--- src/stcd_pkg.sv ---
package stcd_pkg;

  localparam int unsigned SecsPerDay   = 86400;
  localparam int unsigned SecsPerHour  = 3600;
  localparam int unsigned SecsPerMin   = 60;
  localparam int unsigned DaysPerWeek  = 7;
  localparam int unsigned DaysPerYear  = 365;
  localparam int unsigned EpochWeekday = 4;
  localparam int unsigned EpochYearOfs = 70;
  localparam int unsigned EpochMod4    = 2;
  localparam int unsigned EpochMod400  = 370;
  localparam int unsigned LastMonth    = 11;

  localparam int unsigned DayQBits  = 16;
  localparam int unsigned HourQBits = 5;
  localparam int unsigned MinQBits  = 6;
  localparam int unsigned WdayQBits = 13;

  typedef enum logic [2:0] {
    ST_IDLE,
    ST_DIV_DAY,
    ST_DIV_HOUR,
    ST_DIV_MIN,
    ST_DIV_WDAY,
    ST_YEAR,
    ST_MONTH
  } stcd_state_t;

  function automatic logic [4:0] month_len(input logic [3:0] month, input logic leap);
    logic [4:0] len;
    len = 5'd31;
    unique case (month)
      4'd1:    len = leap ? 5'd29 : 5'd28;
      4'd3,
      4'd5,
      4'd8,
      4'd10:   len = 5'd30;
      default: len = 5'd31;
    endcase
    return len;
  endfunction

endpackage

--- src/seconds_to_calendar_date.sv ---
// Channel     | Handshake            | Payload
// ------------+----------------------+----------------------------------------------
// input       | start & !busy        | in_epoch_seconds
// result      | out_valid (1 cycle)  | out_second_of_minute .. out_day_of_month
//
// One shared 33-bit subtract-and-compare unit does every step: restoring
// division by 86400, 3600, 60 and 7, then one year per cycle from 1970
// and one month per cycle. The year loop sets how long a transaction
// takes. Reset (rst_n, synchronous) returns to idle.
// busy is high for the whole conversion; the result strobe cannot be stalled.
module seconds_to_calendar_date
  import stcd_pkg::*;
(
  input  logic        clk,
  input  logic        rst_n,
  input  logic        start,
  output logic        busy,
  input  logic [31:0] in_epoch_seconds,
  output logic        out_valid,
  output logic [5:0]  out_second_of_minute,
  output logic [5:0]  out_minute_of_hour,
  output logic [4:0]  out_hour_of_day,
  output logic [2:0]  out_weekday,
  output logic [7:0]  out_year_since_1900,
  output logic [8:0]  out_day_of_year,
  output logic [3:0]  out_month_index,
  output logic [4:0]  out_day_of_month
);

  stcd_state_t state_r, state_nxt;

  logic [31:0] acc_r, acc_nxt;
  logic [15:0] q_r, q_nxt;
  logic [3:0]  cnt_r, cnt_nxt;
  logic [15:0] days_r, days_nxt;
  logic [1:0]  ymod4_r, ymod4_nxt;
  logic [8:0]  ymod400_r, ymod400_nxt;
  logic [7:0]  year_r, year_nxt;
  logic [3:0]  month_r, month_nxt;
  logic [5:0]  second_r, second_nxt;
  logic [5:0]  minute_r, minute_nxt;
  logic [4:0]  hour_r, hour_nxt;
  logic [2:0]  wday_r, wday_nxt;
  logic [8:0]  yday_r, yday_nxt;
  logic [4:0]  mday_r, mday_nxt;
  logic        valid_r, valid_nxt;

  logic [31:0] sub;
  logic [32:0] diff;
  logic        ge;
  logic        leap;
  logic [15:0] q_shift;

  assign leap = (ymod4_r == 2'd0) && (ymod400_r != 9'd100) &&
                (ymod400_r != 9'd200) && (ymod400_r != 9'd300);

  always_comb begin
    sub = 32'd0;
    unique case (state_r)
      ST_DIV_DAY:  sub = SecsPerDay[31:0] << cnt_r;
      ST_DIV_HOUR: sub = SecsPerHour[31:0] << cnt_r;
      ST_DIV_MIN:  sub = SecsPerMin[31:0] << cnt_r;
      ST_DIV_WDAY: sub = DaysPerWeek[31:0] << cnt_r;
      ST_YEAR:     sub = DaysPerYear[31:0] + {31'd0, leap};
      ST_MONTH:    sub = {27'd0, month_len(month_r, leap)};
      default:     sub = 32'd0;
    endcase
  end

  assign diff    = {1'b0, acc_r} - {1'b0, sub};
  assign ge      = ~diff[32];
  assign q_shift = {q_r[14:0], ge};

  always_ff @(posedge clk) begin
    if (!rst_n) begin
      state_r <= ST_IDLE;
      valid_r <= 1'b0;
    end else begin
      state_r <= state_nxt;
      valid_r <= valid_nxt;
    end
  end

  always_ff @(posedge clk) begin
    acc_r     <= acc_nxt;
    q_r       <= q_nxt;
    cnt_r     <= cnt_nxt;
    days_r    <= days_nxt;
    ymod4_r   <= ymod4_nxt;
    ymod400_r <= ymod400_nxt;
    year_r    <= year_nxt;
    month_r   <= month_nxt;
    second_r  <= second_nxt;
    minute_r  <= minute_nxt;
    hour_r    <= hour_nxt;
    wday_r    <= wday_nxt;
    yday_r    <= yday_nxt;
    mday_r    <= mday_nxt;
  end

  always_comb begin
    state_nxt   = state_r;
    valid_nxt   = 1'b0;
    acc_nxt     = acc_r;
    q_nxt       = q_r;
    cnt_nxt     = cnt_r;
    days_nxt    = days_r;
    ymod4_nxt   = ymod4_r;
    ymod400_nxt = ymod400_r;
    year_nxt    = year_r;
    month_nxt   = month_r;
    second_nxt  = second_r;
    minute_nxt  = minute_r;
    hour_nxt    = hour_r;
    wday_nxt    = wday_r;
    yday_nxt    = yday_r;
    mday_nxt    = mday_r;

    unique case (state_r)
      ST_IDLE: begin
        if (start) begin
          acc_nxt   = in_epoch_seconds;
          q_nxt     = 16'd0;
          cnt_nxt   = 4'(DayQBits - 1);
          state_nxt = ST_DIV_DAY;
        end
      end
      ST_DIV_DAY, ST_DIV_HOUR, ST_DIV_MIN, ST_DIV_WDAY: begin
        if (ge) begin
          acc_nxt = diff[31:0];
        end
        q_nxt   = q_shift;
        cnt_nxt = cnt_r - 4'd1;
        if (cnt_r == 4'd0) begin
          q_nxt = 16'd0;
          unique case (state_r)
            ST_DIV_DAY: begin
              days_nxt  = q_shift;
              cnt_nxt   = 4'(HourQBits - 1);
              state_nxt = ST_DIV_HOUR;
            end
            ST_DIV_HOUR: begin
              hour_nxt  = q_shift[4:0];
              cnt_nxt   = 4'(MinQBits - 1);
              state_nxt = ST_DIV_MIN;
            end
            ST_DIV_MIN: begin
              minute_nxt = q_shift[5:0];
              second_nxt = acc_nxt[5:0];
              acc_nxt    = {16'd0, days_r} + EpochWeekday[31:0];
              cnt_nxt    = 4'(WdayQBits - 1);
              state_nxt  = ST_DIV_WDAY;
            end
            default: begin
              wday_nxt    = acc_nxt[2:0];
              acc_nxt     = {16'd0, days_r};
              year_nxt    = EpochYearOfs[7:0];
              ymod4_nxt   = EpochMod4[1:0];
              ymod400_nxt = EpochMod400[8:0];
              state_nxt   = ST_YEAR;
            end
          endcase
        end
      end
      ST_YEAR: begin
        if (ge) begin
          acc_nxt     = diff[31:0];
          year_nxt    = year_r + 8'd1;
          ymod4_nxt   = ymod4_r + 2'd1;
          ymod400_nxt = (ymod400_r == 9'd399) ? 9'd0 : ymod400_r + 9'd1;
        end else begin
          yday_nxt  = acc_r[8:0] + 9'd1;
          month_nxt = 4'd0;
          state_nxt = ST_MONTH;
        end
      end
      ST_MONTH: begin
        if (ge && (month_r < LastMonth[3:0])) begin
          acc_nxt   = diff[31:0];
          month_nxt = month_r + 4'd1;
        end else begin
          mday_nxt  = acc_r[4:0] + 5'd1;
          valid_nxt = 1'b1;
          state_nxt = ST_IDLE;
        end
      end
      default: begin
        state_nxt = ST_IDLE;
      end
    endcase
  end

  assign busy                 = (state_r != ST_IDLE);
  assign out_valid            = valid_r;
  assign out_second_of_minute = second_r;
  assign out_minute_of_hour   = minute_r;
  assign out_hour_of_day      = hour_r;
  assign out_weekday          = wday_r;
  assign out_year_since_1900  = year_r;
  assign out_day_of_year      = yday_r;
  assign out_month_index      = month_r;
  assign out_day_of_month     = mday_r;

endmodule
--- config.mk ---
export PLATFORM = sky130hd
export DESIGN_NAME = seconds_to_calendar_date
export DESIGN_NICKNAME = d
export VERILOG_FILES = /design/src/stcd_pkg.sv /design/src/seconds_to_calendar_date.sv
export SDC_FILE = /design/constraint.sdc
export NUM_CORES = 1
export LEC_CHECK = 0
export ABC_CLOCK_PERIOD_IN_PS = 18200
export BUFFER_PORTS_ARGS = -buffer_cell sky130_fd_sc_hd__buf_2
export CAP_MARGIN = 30
export CORE_ASPECT_RATIO = 1.4
export CORE_UTILIZATION = 50
export CTS_BUF_LIST = sky130_fd_sc_hd__clkbuf_4 sky130_fd_sc_hd__clkbuf_8
export CTS_CLUSTER_SIZE = 24
export DETAILED_ROUTE_END_ITERATION = 8
export GPL_TIMING_DRIVEN = 0
export HOLD_SLACK_MARGIN = 0.12
export PLACE_DENSITY_LB_ADDON = 0.3
export SETUP_SLACK_MARGIN = 0.02
export SLEW_MARGIN = 20
export SYNTH_ARGS = -nofsm -noshare
export SYNTH_HDL_FRONTEND = slang
export SYNTH_SLANG_ARGS = --single-unit
--- constraint.sdc ---
create_clock -name clk -period 18.2 [get_ports clk]
set_input_delay 2.73 -clock clk [delete_from_list [all_inputs] [get_ports clk]]
set_output_delay 2.73 -clock clk [all_outputs]
set_load 0.01 [all_outputs]
After elaboration in Yosys (flattened, before gate mapping)
Index checks and enable logic that the tools add are counted.

word-level totals
  register bits = 128
  output and inout bits = 48
  word-level logic and storage cells = 123
  input port bits = 35

operators by class
  bitwise operators = 3
  multiplexer cells = 39
  add/subtract/negate cells = 10
  order comparisons = 1
  equality and inequality tests = 22
  reduce and logical (&&, ||, !) cells = 28
  shift operators = 4

operators by type and width
  operator                                                              count
  32-bit one-hot mux with 6 select lines                                1
  32-bit 2-to-1 mux                                                     4
  32-bit one-hot mux with 4 select lines                                1
  32-bit one-hot mux with 2 select lines                                1
  9-bit 2-to-1 mux                                                      4
  32-bit by 32-bit subtractor with 33-bit output                        1
  12-bit by 4-bit left shift with 32-bit output (first input constant)  1
  17-bit by 4-bit left shift with 32-bit output (first input constant)  1
  3-bit by 4-bit left shift with 32-bit output (first input constant)   1
  6-bit by 4-bit left shift with 32-bit output (first input constant)   1
  15-bit 2-to-1 mux                                                     2
  15-bit one-hot mux with 2 select lines                                1
  8-bit 2-to-1 mux                                                      3
  9-bit by 1-bit adder with 9-bit output (second input constant)        2
  9-bit one-hot mux with 2 select lines                                 1
  3-bit AND reduction                                                   6
  16-bit by 3-bit adder with 17-bit output (second input constant)      1
  4-bit 2-to-1 mux                                                      4
  4-bit one-hot mux with 2 select lines                                 2
  8-bit one-hot mux with 2 select lines                                 1
  2-bit != test (second input constant)                                 7
  3-bit 2-to-1 mux                                                      4
  3-bit one-hot mux with 4 select lines                                 1
  4-bit one-hot mux with 3 select lines                                 1
  other kinds (35)                                                      55

Depth between registers and ports, before layout
Gate-level depths: netlist of run 1.

  word-level depth = 12
  gate-level depth with buffers = 23
  depth with buffers taken out = 19

Least setup slack after synthesis of run 1
No wires, ideal clock.

  kind = flip-flop to flip-flop
  start = register ymod400_r[4]
  end = register acc_r[0] (enable)
  stages on the path, launching flop included = 20
  slack = 11.617 ns
  arrival time = 6.113 ns
  setup time = 0.470 ns
  period minus slack after synthesis = 6.583 ns
  path through = edfxtp_1 -> clkbuf_1 -> nor4_1 -> a22o_1 -> a21oi_1 -> o21ai_0 -> o41ai_1 -> a221o_1 -> ha_1 -> fa_1 -> nor2b_1 -> o31ai_1 -> o21a_1 -> o21a_2 -> o21ai_2 -> a21oi_4 -> inv_2 -> buf_6 -> a21oi_1 -> a211oi_1

on the way
  word-level cells in the longest chain between the ends = 12

RTL lines
  item                                                                             line                             RTL
  start: declaration                                                               seconds_to_calendar_date.sv:37   logic [8:0] ymod400_r, ymod400_nxt;
  start signal: assignment                                                         seconds_to_calendar_date.sv:90   ymod400_r <= ymod400_nxt;
  9-bit by 7-bit != test with 1-bit output                                         seconds_to_calendar_date.sv:54   assign leap = (ymod4_r == 2'd0) && (ymod400_r != 9'd100) &&
  1-bit logical AND (2 in a row)                                                   seconds_to_calendar_date.sv:54
  1-bit logical AND (*)                                                            seconds_to_calendar_date.sv:55   (ymod400_r != 9'd200) && (ymod400_r != 9'd300);
  branches (longest 2 deep; another with 9-bit by 1-bit adder with 10-bit output)  n/a
  32-bit one-hot mux with 6 select lines (*)                                       seconds_to_calendar_date.sv:59   unique case (state_r)
  32-bit by 32-bit subtractor with 33-bit output (*)                               seconds_to_calendar_date.sv:70   assign diff = {1'b0, acc_r} - {1'b0, sub};
  1-bit NOT (*)                                                                    seconds_to_calendar_date.sv:71   assign ge = ~diff[32];
  1-bit logical AND (*)                                                            seconds_to_calendar_date.sv:178  if (ge && (month_r < LastMonth[3:0])) begin
  2-bit != test (no line) (*)                                                      n/a
  3-bit AND reduction (no line) (*)                                                n/a
  end signal: assignment                                                           seconds_to_calendar_date.sv:85   acc_r <= acc_nxt;
  end: declaration                                                                 seconds_to_calendar_date.sv:32   logic [31:0] acc_r, acc_nxt;

Every way passes the cells marked *.
A chain may end at the register's enable or synchronous reset.

Final worst setup path of run 1
  start = register state_r[2]
  end = register year_r[7] (netlist: out_year_since_1900[7]) (enable)

on the way
  word-level cells in the longest chain between the ends = 5

RTL lines
  item                                            line                            RTL
  start: declaration                              seconds_to_calendar_date.sv:30  stcd_state_t state_r, state_nxt;
  start signal: assignment                        seconds_to_calendar_date.sv:79  state_r <= state_nxt;
  3-bit equality test (tied with other cells)     seconds_to_calendar_date.sv:59
  32-bit one-hot mux with 6 select lines          seconds_to_calendar_date.sv:59
  32-bit by 32-bit subtractor with 33-bit output  seconds_to_calendar_date.sv:70
  2-bit != test (no line)                         n/a
  4-bit AND reduction (no line) (*)               n/a
  end signal: assignment                          seconds_to_calendar_date.sv:91  year_r <= year_nxt;
  end: declaration                                seconds_to_calendar_date.sv:38  logic [7:0] year_r, year_nxt;

Every way passes the cells marked *; elsewhere a longest branch is shown, timed or not.

==> key figures, run 1 <==
Setup path
  – CP Data Required Time: 18.36 ns
  – Worst reg-to-reg setup slack: 11.89 ns
  – Reg2Reg Launch Point: state_r[2]
  – Data arrival time of the worst path: 6.47 ns
  – R2r worst-path depth: 23
  – Critical path's largest stage delay: 0.59 ns
  – Series of cell instances along the critical path: clkbuf_1, clkbuf_1, clkbuf_1, nand2_1, o22ai_1, nand2_1, o21ai_0, nand2_1, ha_1, buf_2, and4_4, and2_4, nand2_1, o21a_2, o21ai_2, a21oi_4, inv_2, buf_6, buf_6, a21oi_1, nor3_2, buf_4, buf_4
  – FF-to-FF End: out_year_since_1900[7]
  – Cell type with the highest occurrence count on the critical path: sky130_fd_sc_hd__nand2_1
  – Critical path endpoint category: flop
  – Sum of buffers and inverters on the critical path: 9
  – Worst setup path category: flop to flop
  – Slowest library cell on the worst path: sky130_fd_sc_hd__clkbuf_1
  – Top Family by Delay on Critical Path: buffers and inverters
  – Largest fanout of any net on the critical path: 12
  – Crit path launch type: flop

Clocking
  – Clock-pin slew on the worst setup and hold paths: 0.08 ns
  – Clock latency reported for the late side of the worst-skew pair: 0.47 ns
  – Number of H-tree levels: 4
  – Clock tree from TritonCTS: yes
  – Clock buffer count from CTS: 17
  – Number of buffers inserted by post-CTS setup repair: 0
  – CTS sink cnt: 128
  – Total of hold buffers inserted after clock tree synthesis: 0
  – Root buf cell: sky130_fd_sc_hd__clkbuf_8
  – Cts repair resizes: 0
  – Max clock buf depth: 2

Yosys
  – Main combinational cell family by area after synthesis: compound AO/OA/AOI/OAI gates
  – Post-synth top flop: sky130_fd_sc_hd__edfxtp_1
  – Cell area after synthesis: 0.00894 sq mm
  – Sequential area share after synthesis: 42.5%
  – Most common cell in the synthesized netlist: sky130_fd_sc_hd__edfxtp_1
  – Synth cell count leaders: sky130_fd_sc_hd__edfxtp_1, sky130_fd_sc_hd__nor2_1, sky130_fd_sc_hd__nand2_1, sky130_fd_sc_hd__o21ai_0, sky130_fd_sc_hd__a21oi_1
  – Yosys reg bits: 128
  – Share of the synthesized netlist area taken by xor and xnor gates: 4.60%
  – Portion of synthesized cell area occupied by the leading cell type: 41.7%
  – Cells taking the most area after synthesis: sky130_fd_sc_hd__edfxtp_1, sky130_fd_sc_hd__ha_1, sky130_fd_sc_hd__o21ai_0
  – Cell taking the most area after synthesis: sky130_fd_sc_hd__edfxtp_1
  – Post-synth EDFFs: 124
  – Basic-gate share of the synthesized area counting and, or, nand and nor cells: 17.2%
  – Async S/R FF share, synth: 0%
  – Synth cell types: 82
  – Avg Synthesized Cell Area: 9.41 sq um
  – Number of standard cells after synthesis: 950
  – Mux contribution to synthesized area: 1.79%
  – Fraction of the mapped netlist area in compound gates: 24.1%
  – Post-synthesis net count: 1029
  – Warnings, synthesis: 0
  – Synthesized-area fraction occupied by adder cells: 6.24%

Floorplan
  – Die outline width: 115 um
  – Placeable core area: 0.0174 sq mm
  – Initial standard-cell utilization of the core: 51.4%
  – Row count: 57
  – Number of top-level pins: 83
  – Vertical extent of the die: 160 um
  – Die ar.: 0.0184 sq mm

Detailed routing
  – Number of nets still failing antenna checks after routing: 0
  – Detailed Routing Iterations Pass 1: 7
  – DRC violations left: 0
  – Final WL: 28.4 mm
  – Routed via count: 8450
  – Detailed-route vias per instance: 6.45
  – Drt first-iter violations: 917
  – Routed WL per cell: 21.7 um

Global route
  – Overflow after GRT: 0
  – Global-route wire length before repair: 44.3 mm
  – GRT Total Usage: 32.2%
  – Vias in the first global route: 8196
  – Pin count of the biggest net entering global routing: 17
  – Initial antenna violation count: 0

Pwr
  – Internal portion of total power: 977 uW
  – Clk network pwr share: 13.8%
  – Net switching component of the power: 865 uW
  – Relative contribution of sequential cells to total power: 26.8%
  – Logic pwr share: 59.4%
  – Peak VDD IR: 0.135 mV
  – Net Sw Frac: 46.9%
  – Total leakage power: 3.70 nW
  – Cell area power density: 181 mW/mm^2

STA
  – Final total negative setup slack: 0 ns
  – Worst-case headroom to the max-slew limit: 33.4%
  – Shortest clock period the worst path allows after layout: 6.31 ns
  – Worst-Margin Slew: 0.997 ns
  – Setup repair after global routing missed its margin: false
  – Setup violators final: 0
  – Hold Vio Cnt, Final: 0
  – Highest Clock Rate: 159 MHz
  – Max-slew violation total from the final report: 0
  – Period Utilization, post-route: 34.7%
  – Max Clock Skew: 0.0183 ns

Run status
  – Run status: finished clean

Worst hold path
  – Worst min-delay path class: flop to flop
  – Cell depth of the worst min-delay path: 0
  – Source of the worst hold timing path: q_r[14]
  – Hold-critical path endpoint: days_r[15]

Finish
  – Antenna Cells: 0
  – Filler cell count: 1579
  – Post-route design area: 0.0102 sq mm
  – Proportion of layout cells with a drive suffix above 1: 15.4%
  – Synth-to-Final Area Change: 13.6%
  – Total Nets Final: 1140
  – Count of non-filler cells in the finished layout: 1310

Placed design
  – Number of port buffers: 82
  – Cell area after placement: 0.00975 sq mm
  – Global placement routability congestion: 0.994
  – Detailed placement HPWL: 21.3 mm
  – Total instance count after detailed placement: 1277

Flow run
  – Max-cap check violation count: 0
## how the worst max path moves through the flow
stage | endpoint | from | slack [ns] | cells past startpoint
CTS | acc_r[1] | state_r[2] | 12.04 | 19
global route | out_year_since_1900[5] | state_r[2] | 11.58 | 23
finish | out_year_since_1900[7] | state_r[2] | 11.89 | 23
global placement | acc_r[27] | state_r[2] | 8.82 | 20
detailed placement | acc_r[27] | state_r[2] | 12.08 | 19
floorplan | acc_r[0] | ymod400_r[4] | 11.62 | 19
## final cells by class
type,instances,area [sq um],area share (%)
Buffer,43,199,1.96
Clock buffer,18,241,2.38
Clock inverter,14,158,1.55
Inverter,29,109,1.07
Multi-Input combinational cell,750,4850,47.8
Sequential cell,128,3800,37.5
Tap cell,236,295,2.91
Timing Repair Buffer,92,495,4.88
## registers in the layout, summed over array words and instances (netlist names)
name                  cells
acc_r                    32
days_r                   16
q_r                      15
out_day_of_year           9
ymod400_r                 9
out_year_since_1900       8
out_minute_of_hour        6
out_second_of_minute      6
out_day_of_month          5
out_hour_of_day           5
cnt_r                     4
out_month_index           4
out_weekday               3
state_r                   3
ymod4_r                   2
out_valid                 1
## cell families (layout without fill, tap and decap cells)
logic type | count (synthesis) | count (layout)
muxes | 14 | 14
buffers and inverters | 72 | 196
DFF | 128 | 128
AOI/OAI and AO/OA | 322 | 322
xor gates and xnor gates | 47 | 47
adders and majority gates | 44 | 44
and+or+nand+nor | 323 | 323
## placed cells by master, fill, tap and decap left out, types with 13 or more instances in the layout
master	instances
sky130_fd_sc_hd__nor2_1	96
sky130_fd_sc_hd__edfxtp_1	124
sky130_fd_sc_hd__o21a_1	17
sky130_fd_sc_hd__ha_1	43
sky130_fd_sc_hd__inv_1	24
sky130_fd_sc_hd__a21o_1	17
sky130_fd_sc_hd__a21oi_1	69
sky130_fd_sc_hd__a22oi_1	18
sky130_fd_sc_hd__o21ai_0	73
sky130_fd_sc_hd__o211ai_1	13
sky130_fd_sc_hd__nand3_1	41
sky130_fd_sc_hd__clkbuf_8	17
sky130_fd_sc_hd__nand2_1	89
sky130_fd_sc_hd__buf_2	90
sky130_fd_sc_hd__clkbuf_1	30
sky130_fd_sc_hd__and2_1	23
sky130_fd_sc_hd__xnor2_1	32
sky130_fd_sc_hd__xor2_1	15
## power groups by stage
stage / clock, mW / combinational, mW / sequential (mW)
after floorplan: 0 / 0.783 / 0.479
after global placement: 0 / 1.04 / 0.499
after detailed placement: 0 / 1.06 / 0.497
after CTS: 0.257 / 1.07 / 0.492
after global routing: 0.268 / 1.19 / 0.500
final: 0.255 / 1.09 / 0.494
## through the flow
stage | utilization, % | setup slack, ns | hold WS (ns) | total power [mW]
after floorplan | - | 11.62 | 0.400 | 1.26
after global placement | 55.4 | 8.82 | 0.405 | 1.54
after detailed placement | 56.0 | 12.08 | 0.407 | 1.56
after CTS | 58.3 | 12.04 | 0.426 | 1.82
after global routing | 58.4 | 11.58 | 0.440 | 1.96
final | 58.4 | 11.89 | 0.432 | 1.84
## routing by layer
metal  vias up  share of wire [%]  track usage, %
li1       3859                  -               -
met3       120                8.0            6.68
met5         -                  0               0
met2       486                 48            51.3
met4         0                6.8            22.3
met1      3985                 38            38.5
Power figures use the tool's default switching activity.
==> inputs of run 2 (changes only) <==
--- a/config.mk
+++ b/config.mk
@@ -5,7 +5,7 @@
 export SDC_FILE = /design/constraint.sdc
 export NUM_CORES = 1
 export LEC_CHECK = 0
-export ABC_CLOCK_PERIOD_IN_PS = 18200
+export ABC_CLOCK_PERIOD_IN_PS = 5600
 export BUFFER_PORTS_ARGS = -buffer_cell sky130_fd_sc_hd__buf_2
 export CAP_MARGIN = 30
 export CORE_ASPECT_RATIO = 1.4
==> constraint.sdc (replaced) <==
create_clock -name clk -period 5.6 [get_ports clk]
set_input_delay 0.84 -clock clk [delete_from_list [all_inputs] [get_ports clk]]
set_output_delay 0.84 -clock clk [all_outputs]
set_load 0.01 [all_outputs]
==> key figures, run 2 (same netlist as run 1, synthesis figures left out) <==
Global route
  – Pin count of the biggest net entering global routing: 17
  – GRT Total Usage: 31.9%
  – Vias in the first global route: 8137
  – Initial antenna violation count: 0
  – Overflow after GRT: 0
  – Global-route wire length before repair: 43.9 mm

STA
  – Highest Clock Rate: 188 MHz
  – Max Clock Skew: 0.0117 ns
  – Setup repair after global routing missed its margin: false
  – Setup violators final: 0
  – Hold Vio Cnt, Final: 0
  – Worst Hold Slack: 0.424 ns
  – Worst-Margin Slew: 0.942 ns
  – Shortest clock period the worst path allows after layout: 5.32 ns
  – Max-slew violation total from the final report: 0
  – Period Utilization, post-route: 95.1%
  – Worst-case headroom to the max-slew limit: 37.1%

Clocking
  – Clock tree from TritonCTS: yes
  – Total of hold buffers inserted after clock tree synthesis: 0
  – Number of H-tree levels: 4
  – Max clock buf depth: 2
  – Root buf cell: sky130_fd_sc_hd__clkbuf_8
  – Clock buffer count from CTS: 17
  – Clock latency reported for the late side of the worst-skew pair: 0.47 ns
  – CTS sink cnt: 128
  – Clock-pin slew on the worst setup and hold paths: 0.08 ns

Detailed routing
  – Met2 wire length: 13.4 mm
  – Wl on met1: 10.7 mm
  – DRC violations left: 0
  – Detailed Routing Iterations Pass 1: 8
  – Routed WL per cell: 21.6 um
  – Number of nets still failing antenna checks after routing: 0
  – Uppermost layer routed: met4
  – Routed via count: 8317
  – Wire length on met3: 2.18 mm
  – Drt first-iter violations: 820
  – Detailed-route vias per instance: 6.35
  – Final WL: 28.2 mm

Finish
  – Number of flip-flops in the largest register: 32
  – Total Nets Final: 1139
  – FF/Latch Area: 0.00380 sq mm
  – Most used cells in the layout excluding fill and tap cells: sky130_fd_sc_hd__edfxtp_1, sky130_fd_sc_hd__nor2_1, sky130_fd_sc_hd__buf_2
  – Proportion of layout cells with a drive suffix above 1: 17.0%
  – Most frequent standard cell in the layout excluding fill and tap cells: sky130_fd_sc_hd__edfxtp_1
  – Utilization of the core after routing: 58.3%
  – Filler cell count: 1599
  – Synth-to-Final Area Change: 13.5%
  – Registers with the most flip-flops: acc_r x32, days_r x16, q_r x15
  – Antenna Cells: 0
  – Combined area of the multi-input logic cells: 0.00489 sq mm
  – Register with the most flip-flops: acc_r

Setup path
  – Data arrival time of the worst path: 5.55 ns
  – Worst setup path category: flop to flop
  – Worst reg-to-reg setup slack: 0.28 ns
  – CP Data Required Time: 5.82 ns
  – Reg2Reg Launch Point: cnt_r[2]
  – R2r worst-path depth: 20
  – Largest fanout of any net on the critical path: 12
  – FF-to-FF End: out_year_since_1900[5]
  – Crit path launch type: flop
  – Critical path endpoint category: flop

Floorplan
  – Die outline width: 115 um
  – Initial standard-cell utilization of the core: 51.4%
  – Row count: 57
  – Vertical extent of the die: 160 um
  – Die ar.: 0.0184 sq mm
  – Placeable core area: 0.0174 sq mm
  – Number of top-level pins: 83

Worst hold path
  – Hold-critical path endpoint: days_r[15]
  – Cell depth of the worst min-delay path: 0
  – Source of the worst hold timing path: q_r[14]
  – Worst min-delay path class: flop to flop

Pwr
  – Peak VDD IR: 0.484 mV
  – Net switching component of the power: 2.85 mW
  – Net Sw Frac: 48.0%
  – Cell area power density: 585 mW/mm^2
  – Internal portion of total power: 3.09 mW
  – Logic pwr share: 60.6%
  – Relative contribution of sequential cells to total power: 26.9%
  – Clk network pwr share: 12.4%
  – Total leakage power: 3.70 nW

Placed design
  – Number of port buffers: 82
  – Global placement routability congestion: 0.997
  – Detailed placement HPWL: 21.4 mm

Flow run
  – Max-cap check violation count: 0

Run status
  – Run status: finished clean
## run 2: changes by cell type in the layout (fill, tap and decap cells not counted), moves of 2 or more
cell and change:
sky130_fd_sc_hd__clkbuf_2 +10, sky130_fd_sc_hd__nor2_1 -4, sky130_fd_sc_hd__bufinv_16 -2, sky130_fd_sc_hd__clkinvlp_4 +4, sky130_fd_sc_hd__nor2_2 +4, sky130_fd_sc_hd__clkbuf_1 -9
sky130_fd_sc_hd__clkinv_4 -3
## run 2: worst max path at each step
stage                 start                endpoint  slack, ns  cells past startpoint
2_1_floorplan  ymod400_r[4]                acc_r[0]       0.12                     19
3_3_place_gp     state_r[2]               acc_r[15]      -1.89                     20
3_5_place_dp     state_r[2]  out_year_since_1900[7]      -0.43                     23
4_1_cts          state_r[1]  out_year_since_1900[5]       0.07                     21
5_1_grt          state_r[0]  out_year_since_1900[5]      0.002                     22
6_report           cnt_r[2]  out_year_since_1900[5]       0.28                     20
## run 2: final cells by class
class | instances | area share (%)
multi-input combinational | 750 | 48.2
sequential | 128 | 37.5
timing repair buffer | 91 | 4.77
tap | 236 | 2.91
clock buffer | 18 | 2.38
buffer | 43 | 2.08
inverter | 29 | 1.11
clock inverter | 14 | 1.07
## run 2: metrics by stage
stage               power (mW)  TNS [ns]  cell area [sq um]  instances  setup WS, ns
finish                    5.94         0              10200       1309         0.276
CTS                       5.84         0              10100       1308        0.0715
global placement          5.02    -91.17               9650       1268         -1.89
floorplan                 4.10         0               8940        950         0.121
global route              6.30         0              10200       1309       0.00249
detailed placement        5.09    -16.80               9740       1276        -0.433
## run 2: repair_timing
action                                  CTS  global route
pin swaps                                 0             1
endpoints found under the setup margin   80            69
cloned                                    0             0
setup buffers                             0             1
resized for setup                         8            17
## run 2: critical path, cell delays in order, from the launching register on
cell and delay, ns:
sky130_fd_sc_hd__edfxtp_1 0.32, sky130_fd_sc_hd__buf_2 0.22, sky130_fd_sc_hd__buf_1 0.39, sky130_fd_sc_hd__clkbuf_1 0.52, sky130_fd_sc_hd__a32oi_1 0.26, sky130_fd_sc_hd__o211ai_1 0.22
sky130_fd_sc_hd__o211ai_1 0.14, sky130_fd_sc_hd__ha_1 0.42, sky130_fd_sc_hd__a21oi_1 0.22, sky130_fd_sc_hd__o21ai_2 0.10, sky130_fd_sc_hd__a21o_1 0.20, sky130_fd_sc_hd__a221oi_2 0.42
sky130_fd_sc_hd__o21ai_4 0.16, sky130_fd_sc_hd__a21oi_4 0.32, sky130_fd_sc_hd__inv_2 0.11, sky130_fd_sc_hd__buf_6 0.18, sky130_fd_sc_hd__buf_6 0.16, sky130_fd_sc_hd__a21oi_1 0.24
sky130_fd_sc_hd__nor3_4 0.08, sky130_fd_sc_hd__buf_4 0.19, sky130_fd_sc_hd__buf_4 0.18
## run 2: per-layer routing
metal | up-vias | global-route usage (%)
li1 | 3854 | -
met3 | 118 | 5.24
met5 | - | 0
met4 | 0 | 22.5
met1 | 3903 | 37.4
met2 | 442 | 52.4
## run 2: power by group through the flow
stage	logic (mW)	clock network, mW	registers, mW
floorplan	2.54	0	1.55
global placement	3.40	0	1.62
detailed placement	3.47	0	1.62
CTS	3.50	0.740	1.60
global route	3.90	0.780	1.62
finish	3.60	0.738	1.60
